$ cat src/sv/vbe_pkg.sv
// shared types and character constants for the visible byte escaper
// no dependencies; imported by every module of the block
package vbe_pkg;

	// input byte codes
	localparam logic [7:0] BYTE_BS    = 8'h08;
	localparam logic [7:0] BYTE_TAB   = 8'h09;
	localparam logic [7:0] BYTE_LF    = 8'h0A;
	localparam logic [7:0] BYTE_CR    = 8'h0D;
	localparam logic [7:0] BYTE_ESC   = 8'h1B;
	localparam logic [7:0] BYTE_SPACE = 8'h20;
	localparam logic [7:0] BYTE_DEL   = 8'h7F;

	// output characters
	localparam logic [7:0] CH_NL     = 8'h0A;
	localparam logic [7:0] CH_BSLASH = "\\";
	localparam logic [7:0] CH_CARET  = "^";
	localparam logic [7:0] CH_AT     = "@";
	localparam logic [7:0] CH_QMARK  = "?";
	localparam logic [7:0] CH_ZERO   = "0";
	localparam logic [7:0] CH_LS     = "s";
	localparam logic [7:0] CH_UE     = "E";
	localparam logic [7:0] CH_LB     = "b";
	localparam logic [7:0] CH_LR     = "r";
	localparam logic [7:0] CH_LN     = "n";
	localparam logic [7:0] CH_LT     = "t";

	// configuration register indexes
	localparam logic [1:0] REG_CUT       = 2'd0;
	localparam logic [1:0] REG_WRAP      = 2'd1;
	localparam logic [1:0] REG_ESC_WRAP  = 2'd2;

	localparam logic [6:0] WRAP_RESET     = 7'd70;
	localparam logic [6:0] ESC_WRAP_RESET = 7'd60;

	typedef struct packed {
		logic       cut;
		logic [6:0] wrap;
		logic [6:0] esc_wrap;
	} cfg_t;

	// classified item: up to four output characters plus flags
	typedef struct packed {
		logic [3:0][7:0] chars;
		logic [1:0]      last_idx;
		logic            esc;
		logic            eos;
	} plan_t;

	typedef enum logic [2:0] {
		ST_IDLE = 3'b001,
		ST_CHAR = 3'b010,
		ST_POST = 3'b100
	} st_t;

endpackage

$ cat src/sv/vbe_front.sv
// front end: input handshake and byte classification into a character plan
// depends on vbe_pkg
module vbe_front (
	input  logic          in_valid,
	output logic          in_stall,
	input  logic          cmd,
	input  logic [7:0]    data_byte,
	input  logic          q_full,
	output logic          push,
	output vbe_pkg::plan_t plan
);
	import vbe_pkg::*;

	assign in_stall = q_full;
	assign push     = in_valid && !q_full;

	always_comb begin
		plan.chars    = '0;
		plan.last_idx = 2'd1;
		plan.esc      = 1'b0;
		plan.eos      = cmd;
		plan.chars[0] = CH_BSLASH;
		priority if (cmd) begin
			plan.last_idx = 2'd0;
			plan.chars[0] = CH_NL;
		end else if (data_byte == BYTE_SPACE) begin
			plan.chars[1] = CH_LS;
		end else if (data_byte < BYTE_SPACE) begin
			priority if (data_byte == BYTE_ESC) begin
				plan.esc      = 1'b1;
				plan.chars[1] = CH_UE;
			end else if (data_byte == BYTE_BS) begin
				plan.chars[1] = CH_LB;
			end else if (data_byte == BYTE_CR) begin
				plan.chars[1] = CH_LR;
			end else if (data_byte == BYTE_LF) begin
				plan.chars[1] = CH_LN;
			end else if (data_byte == BYTE_TAB) begin
				plan.chars[1] = CH_LT;
			end else begin
				plan.chars[0] = CH_CARET;
				plan.chars[1] = CH_AT + data_byte;
			end
		end else if (data_byte < BYTE_DEL) begin
			if (data_byte == CH_BSLASH || data_byte == CH_CARET) begin
				plan.chars[1] = data_byte;
			end else begin
				plan.last_idx = 2'd0;
				plan.chars[0] = data_byte;
			end
		end else if (data_byte == BYTE_DEL) begin
			plan.chars[0] = CH_CARET;
			plan.chars[1] = CH_QMARK;
		end else begin
			// high byte as three octal digits
			plan.last_idx = 2'd3;
			plan.chars[1] = CH_ZERO + {6'd0, data_byte[7:6]};
			plan.chars[2] = CH_ZERO + {5'd0, data_byte[5:3]};
			plan.chars[3] = CH_ZERO + {5'd0, data_byte[2:0]};
		end
	end

endmodule

$ cat src/sv/vbe_queue.sv
// short plan queue between front and back end, flops with one read port
// depends on vbe_pkg
module vbe_queue #(
	parameter int DEPTH = 2
) (
	input  logic           clk,
	input  logic           arst_n,
	input  logic           push,
	input  vbe_pkg::plan_t wr_plan,
	input  logic           pop,
	output logic           full,
	output logic           head_valid,
	output vbe_pkg::plan_t head
);
	import vbe_pkg::*;

	localparam int PW = $clog2(DEPTH);
	localparam int CW = $clog2(DEPTH + 1);

	plan_t         mem_q [DEPTH];
	logic [PW-1:0] wr_ptr_q, rd_ptr_q;
	logic [CW-1:0] count_q;

	function automatic logic [PW-1:0] ptr_inc(input logic [PW-1:0] p);
		return (p == PW'(DEPTH - 1)) ? '0 : p + 1'b1;
	endfunction

	assign full       = (count_q == CW'(DEPTH));
	assign head_valid = (count_q != '0);
	assign head       = mem_q[rd_ptr_q];

	always_ff @(posedge clk) begin
		if (push) begin
			mem_q[wr_ptr_q] <= wr_plan;
		end
	end

	always_ff @(posedge clk or negedge arst_n) begin
		if (!arst_n) begin
			wr_ptr_q <= '0;
			rd_ptr_q <= '0;
			count_q  <= '0;
		end else begin
			if (push) begin
				wr_ptr_q <= ptr_inc(wr_ptr_q);
			end
			if (pop) begin
				rd_ptr_q <= ptr_inc(rd_ptr_q);
			end
			if (push && !pop) begin
				count_q <= count_q + 1'b1;
			end else if (pop && !push) begin
				count_q <= count_q - 1'b1;
			end
		end
	end

	a_no_overflow: assert property (@(posedge clk) disable iff (!arst_n)
		count_q <= CW'(DEPTH))
		else $error("queue count above depth");

	a_pop_nonempty: assert property (@(posedge clk) disable iff (!arst_n)
		pop |-> head_valid)
		else $error("pop from empty queue");

	a_push_advances: assert property (@(posedge clk) disable iff (!arst_n)
		push && !pop |=> count_q == $past(count_q) + 1'b1)
		else $error("push lost");

endmodule

$ cat src/sv/vbe_back.sv
// back end: column tracking, wrap decisions, one character beat per cycle unless out_stall holds the output
// depends on vbe_pkg; takes plans from vbe_queue
module vbe_back (
	input  logic           clk,
	input  logic           arst_n,
	input  vbe_pkg::cfg_t  cfg,
	input  logic           head_valid,
	input  vbe_pkg::plan_t head,
	output logic           pop,
	output logic           out_valid,
	input  logic           out_stall,
	output logic [7:0]     out_char,
	output logic           last
);
	import vbe_pkg::*;

	st_t        st_q, st_d;
	plan_t      plan_q;
	logic [1:0] idx_q, idx_d;
	logic [7:0] col_q, col_d;
	logic       out_valid_q;
	logic [7:0] out_char_q;
	logic       last_q;

	logic       adv;
	logic       emit;
	logic [7:0] ch;
	logic       lst;
	logic       load;

	// character step for the current plan and index
	plan_t      src;
	logic [1:0] cur_idx;
	logic [7:0] col_inc;
	logic       fin;
	logic       over;

	assign adv     = !out_valid_q || !out_stall;
	assign src     = (st_q == ST_IDLE) ? head : plan_q;
	assign cur_idx = (st_q == ST_IDLE) ? 2'd0 : idx_q;
	assign col_inc = col_q + 8'd1;
	assign fin     = (cur_idx == src.last_idx);
	assign over    = (col_inc > {1'b0, cfg.wrap});

	always_comb begin
		emit  = 1'b0;
		ch    = CH_NL;
		lst   = 1'b0;
		load  = 1'b0;
		pop   = 1'b0;
		st_d  = st_q;
		idx_d = idx_q;
		col_d = col_q;
		unique case (st_q)
			ST_IDLE: begin
				if (head_valid && adv) begin
					pop  = 1'b1;
					emit = 1'b1;
					if (head.eos) begin
						lst   = 1'b1;
						col_d = '0;
					end else if (head.esc &&
							(cfg.cut || col_q > {1'b0, cfg.esc_wrap})) begin
						// newline ahead of the escape, chars follow
						load  = 1'b1;
						col_d = '0;
						idx_d = 2'd0;
						st_d  = ST_CHAR;
					end else begin
						load  = 1'b1;
						ch    = src.chars[cur_idx];
						col_d = col_inc;
						lst   = fin && !over;
						idx_d = cur_idx + 2'd1;
						st_d  = !fin ? ST_CHAR : (over ? ST_POST : ST_IDLE);
					end
				end
			end
			ST_CHAR: begin
				if (adv) begin
					emit  = 1'b1;
					ch    = src.chars[cur_idx];
					col_d = col_inc;
					lst   = fin && !over;
					idx_d = cur_idx + 2'd1;
					st_d  = !fin ? ST_CHAR : (over ? ST_POST : ST_IDLE);
				end
			end
			ST_POST: begin
				if (adv) begin
					emit  = 1'b1;
					lst   = 1'b1;
					col_d = '0;
					st_d  = ST_IDLE;
				end
			end
			default: begin
				st_d = ST_IDLE;
			end
		endcase
	end

	always_ff @(posedge clk) begin
		if (load) begin
			plan_q <= head;
		end
		if (adv && emit) begin
			out_char_q <= ch;
			last_q     <= lst;
		end
	end

	always_ff @(posedge clk or negedge arst_n) begin
		if (!arst_n) begin
			st_q        <= ST_IDLE;
			idx_q       <= '0;
			col_q       <= '0;
			out_valid_q <= 1'b0;
		end else begin
			st_q  <= st_d;
			idx_q <= idx_d;
			col_q <= col_d;
			if (adv) begin
				out_valid_q <= emit;
			end
		end
	end

	assign out_valid = out_valid_q;
	assign out_char  = out_char_q;
	assign last      = last_q;

	a_post_after_beat: assert property (@(posedge clk) disable iff (!arst_n)
		st_q == ST_POST |-> out_valid_q && !last_q)
		else $error("wrap newline pending without a preceding beat");

	a_col_fits: assert property (@(posedge clk) disable iff (!arst_n)
		st_q == ST_IDLE |-> !col_q[7])
		else $error("column above 127 between items");

	a_last_ends_item: assert property (@(posedge clk) disable iff (!arst_n)
		out_valid_q && last_q |-> st_q == ST_IDLE)
		else $error("last beat shown while item still in progress");

	a_newline_clears_col: assert property (@(posedge clk) disable iff (!arst_n)
		adv && emit && ch == CH_NL && st_q != ST_CHAR |=> col_q == '0)
		else $error("column not cleared by newline");

endmodule

$ cat src/sv/visible_byte_escaper_core.sv
// first beat: item goes to the plan queue, then the single-beat output register
// throughput: one output beat per cycle unless out_stall holds it; an item
// yields 1 to 5 beats (5 for a high byte that also wraps)
// a 2-entry plan queue lets input be taken while the back end emits
// reset: column 0, wrap 70, escape wrap 60, cut mode off, queue and output empty
module visible_byte_escaper_core #(
	parameter int QUEUE_DEPTH = 2
) (
	input  logic       clk,
	input  logic       arst_n,
	input  logic       cfg_we,
	input  logic [1:0] cfg_index,
	input  logic [6:0] cfg_data,
	input  logic       in_valid,
	output logic       in_stall,
	input  logic       cmd,
	input  logic [7:0] data_byte,
	output logic       out_valid,
	input  logic       out_stall,
	output logic [7:0] out_char,
	output logic       last
);
	import vbe_pkg::*;

	cfg_t  cfg_q;
	plan_t front_plan;
	plan_t head;
	logic  push;
	logic  pop;
	logic  q_full;
	logic  head_valid;

	always_ff @(posedge clk or negedge arst_n) begin
		if (!arst_n) begin
			cfg_q.cut      <= 1'b0;
			cfg_q.wrap     <= WRAP_RESET;
			cfg_q.esc_wrap <= ESC_WRAP_RESET;
		end else if (cfg_we) begin
			unique case (cfg_index)
				REG_CUT:      cfg_q.cut      <= cfg_data[0];
				REG_WRAP:     cfg_q.wrap     <= cfg_data;
				REG_ESC_WRAP: cfg_q.esc_wrap <= cfg_data;
				default: begin
				end
			endcase
		end
	end

	vbe_front u_front (
		.in_valid  (in_valid),
		.in_stall  (in_stall),
		.cmd       (cmd),
		.data_byte (data_byte),
		.q_full    (q_full),
		.push      (push),
		.plan      (front_plan)
	);

	vbe_queue #(
		.DEPTH (QUEUE_DEPTH)
	) u_queue (
		.clk        (clk),
		.arst_n     (arst_n),
		.push       (push),
		.wr_plan    (front_plan),
		.pop        (pop),
		.full       (q_full),
		.head_valid (head_valid),
		.head       (head)
	);

	vbe_back u_back (
		.clk        (clk),
		.arst_n     (arst_n),
		.cfg        (cfg_q),
		.head_valid (head_valid),
		.head       (head),
		.pop        (pop),
		.out_valid  (out_valid),
		.out_stall  (out_stall),
		.out_char   (out_char),
		.last       (last)
	);

endmodule
$ cat config.mk
export PLATFORM = sky130hd
export DESIGN_NAME = visible_byte_escaper_core
export DESIGN_NICKNAME = d
export VERILOG_FILES = /design/src/sv/vbe_pkg.sv /design/src/sv/vbe_front.sv /design/src/sv/vbe_queue.sv /design/src/sv/vbe_back.sv /design/src/sv/visible_byte_escaper_core.sv
export SDC_FILE = /design/constraint.sdc
export NUM_CORES = 1
export LEC_CHECK = 0
export BUFFER_PORTS_ARGS = -buffer_cell sky130_fd_sc_hd__buf_2
export CAP_MARGIN = 10
export CELL_PAD_IN_SITES_DETAIL_PLACEMENT = 0
export CELL_PAD_IN_SITES_GLOBAL_PLACEMENT = 1
export CORE_MARGIN = 2
export CORE_UTILIZATION = 52
export DETAILED_ROUTE_END_ITERATION = 16
export PLACE_DENSITY_LB_ADDON = 0.1
export SYNTH_ARGS = -nofsm -noshare
export SYNTH_HDL_FRONTEND = slang
export SYNTH_HIERARCHICAL = 1
export SYNTH_SLANG_ARGS = --single-unit
$ cat constraint.sdc
create_clock -name clk -period 3.8 [get_ports clk]
set_clock_uncertainty 0.1 [all_clocks]
set_input_delay 0.76 -clock clk [delete_from_list [all_inputs] [get_ports clk]]
set_output_delay 0.76 -clock clk [all_outputs]
set_load 0.005 [all_outputs]
==> run metrics <==
run status finished, final reports clean; hold buffers post-CTS 0; placeable core region 0.0133 mm2; XOR/XNOR Fraction of Synth Area 1.72%; DP Wirelength between 9000 and 10000 um; multiplexer share of the synthesized area 12.1%; post-synthesis to final-layout area growth 12.5%; sequential element share of the synthesized area 60.0%; Post-synth EDFFs 115; type of the tightest min-delay check in -> async; Overall Global Routing Usage 19.1%; Die Ht about 120 um; final setup violation count 0; final layout net count 572; Setup Slack @ Placement 887 ps; number of max-cap violations 0; Clock Path Buffers 2; total of cells resized after clock tree synthesis 0; minimum clock period 2670 ps; antenna violations before repair 0; TritonCTS clock tree done; DRC violation count after routing 0; die span in x about 120 um; routed length on met2 about 6400 um; startpoint class of the critical path register; number of setup buffers added after CTS 0; period utilization 70.2%; Slew HR 43.8%; simple-gate area share of the yosys netlist roughly a tenth; warnings from Yosys 6; Post-Syn Instances 498; dpl cells 687; length of routed met3 wiring ~470 um; final RePlAce weighted congestion 0.906; slew at the pin closest to its max-slew limit 837 ps; power per cell area 753 mW/mm2; mean instance size in the synthesized netlist 14.3 um2; crit path DAT 2800 ps; top layer in use met4; average routed wire per standard cell 18.4 um; latest clock arrival within the worst-skew pair approximately 420 ps; Design Power 6.06 mW; share of final-layout standard cells stronger than drive strength 1 approximately 30%; row count 42; sink count of the clock tree 148; share of flip-flops with an asynchronous set or reset 22.3%; Worst Slack Setup Final ~1100 ps; Vias/cell between 5 and 6; Fmax achieved about 370 MHz; register clock-pin slew on the reported worst setup and hold paths 60 ps; nature of the critical path endpoint register; number of max-slew violations in the final report 0; worst-case vdd ir drop about 0.42 mV; cell leakage power between 3 and 4 nW; final number of hold-violating endpoints 0; die area approximately 0.015 mm2; total congestion overflow 0; number of H-tree levels 4; Mapped Area 0.00715 mm2; combinational family with the most area after synthesis multiplexers; compound-gate portion of the synthesized area 8.30%; TritonCTS buffer count 17; buffers added on ports 33; effective utilization at floorplan a little over half; master cell of the clock root buffer clkbuf_16; vias in the first global route 3874; wire length of the first global-routing pass 20900 um; most frequently used flop master after synthesis edfxtp_1; Fin Setup TNS 0 ps; unrepaired setup endpoints after global routing false; iteration count of the initial detailed-routing pass 5; pin count of the biggest net entering global routing 37; routed via count 4042; adder-cell share of the synthesized area 3.33%; Worst EP required 3940 ps; number of nets with antenna violations after routing 0; antenna diode instance count 0; critical path type reg -> reg; Final Instance Count excl. Fillers 719; final wirelength 13300 um; iteration-0 DRC count of the detailed router 294; count of state elements after synthesis 148; distinct cell type count after synthesis 74; I/O pin count 34; detailed-routing wirelength on met1 ~6000 um; worst-path fanout max 6
per-layer routing:
metal	up-vias	track usage (%)
li1	1934	-
met2	79	30.4
met1	2014	25.8
met3	15	4.51
met5	-	0
met4	0	6.82
critical path, stage by stage, from the launching register on:
cell and delay [ps]:
dfstp_2 530, inv_1 40, ha_1 300, nand4b_1 240
o221a_2 300, a21oi_1 70, o21ai_0 550, a31oi_1 200
o32ai_1 160
power breakdown:
part	switching [mW]	total, mW	internal [mW]
registers	0.254	2.60	2.35
clock network	0.658	1.90	1.24
logic	0.821	1.56	0.741
total	1.73	6.06	4.33
sequential cells by signal, indices dropped and copies added, names as in the netlist, 2 cells and up:
| signal | cells |
|---|---|
| cfg_q | 15 |
| u_back/col_q | 8 |
| u_back/idx_q | 2 |
| u_back/out_char | 8 |
| u_back/plan_q | 34 |
| u_back/st_q | 3 |
| u_queue/count_q | 2 |
| u_queue/mem_q | 72 |
placed cells by master (no fill, tap or decap), types with 9 or more instances in the layout:
| master | count |
|---|---|
| edfxtp_1 | 115 |
| buf_2 | 33 |
| mux2_4 | 29 |
| dfrtp_1 | 24 |
| inv_1 | 23 |
| mux2_2 | 22 |
| a21oi_1 | 21 |
| nor2_1 | 21 |
| ha_1 | 19 |
| nand2_1 | 18 |
| clkbuf_16 | 17 |
| o21ai_0 | 15 |
| nand3_1 | 9 |
| nor2b_1 | 9 |
path summary, 6_finish.rpt:
check,startpoint,end,slack (ps),cells after the start
min in group clk,u_queue/count_q[1],u_queue/count_q[1],400,1
min,arst_n,u_queue/count_q[1],310,1
max reg2reg,cfg_q[5],u_back/last,1130,8
max in group asynchronous,arst_n,u_queue/rd_ptr_q,2740,1
max,cfg_q[5],u_back/last,1130,8
min reg2reg,u_queue/count_q[1],u_queue/count_q[1],400,1
cell families after synthesis:
| logic type | after synthesis |
|---|---|
| flops | 148 |
| compound gates | 86 |
| fa+ha+maj | 19 |
| other cells | 1 |
| buf+inv | 57 |
| mux | 59 |
| xor+xnor | 14 |
| simple gates | 114 |
synth_stat cells (6+ instances only):
master | number | area share, %
o21ai_0 | 15 | 1.1
nand3_1 | 9 | 0.63
buf_4 | 14 | 1.5
nand2_1 | 18 | 0.95
nand2b_1 | 6 | 0.53
mux2_2 | 22 | 3.5
nor2b_1 | 10 | 0.88
xnor2_1 | 8 | 0.98
edfxtp_1 | 115 | 48
a21oi_1 | 21 | 1.5
mux4_2 | 8 | 2.5
a22oi_1 | 6 | 0.63
dfstp_2 | 8 | 2.9
inv_1 | 23 | 1.2
and3_1 | 6 | 0.53
clkbuf_1 | 6 | 0.32
dfrtp_1 | 25 | 8.8
mux2_4 | 29 | 6.1
nor3_1 | 6 | 0.42
xor2_1 | 6 | 0.74
ha_1 | 19 | 3.3
nor2_1 | 22 | 1.2
through the flow:
step	instance area, um2	hold slack (ps)	util, %
2_1_floorplan	7170	347	-
3_3_place_gp	7360	365	55.2
3_5_place_dp	7360	394	55.2
4_1_cts	8040	327	60.2
5_1_grt	8040	369	60.2
6_report	8040	311	60.2
cell type report:
type / count / area, um2
Timing Repair Buffer: 40 / 218
Inverter: 24 / 90.1
Fill cell: 1042 / 5310
Tap cell: 176 / 220
Clock inverter: 15 / 253
Sequential cell: 148 / 4290
Multi-Input combinational cell: 299 / 2540
Clock buffer: 17 / 425
(Power assumes the default switching activity.)
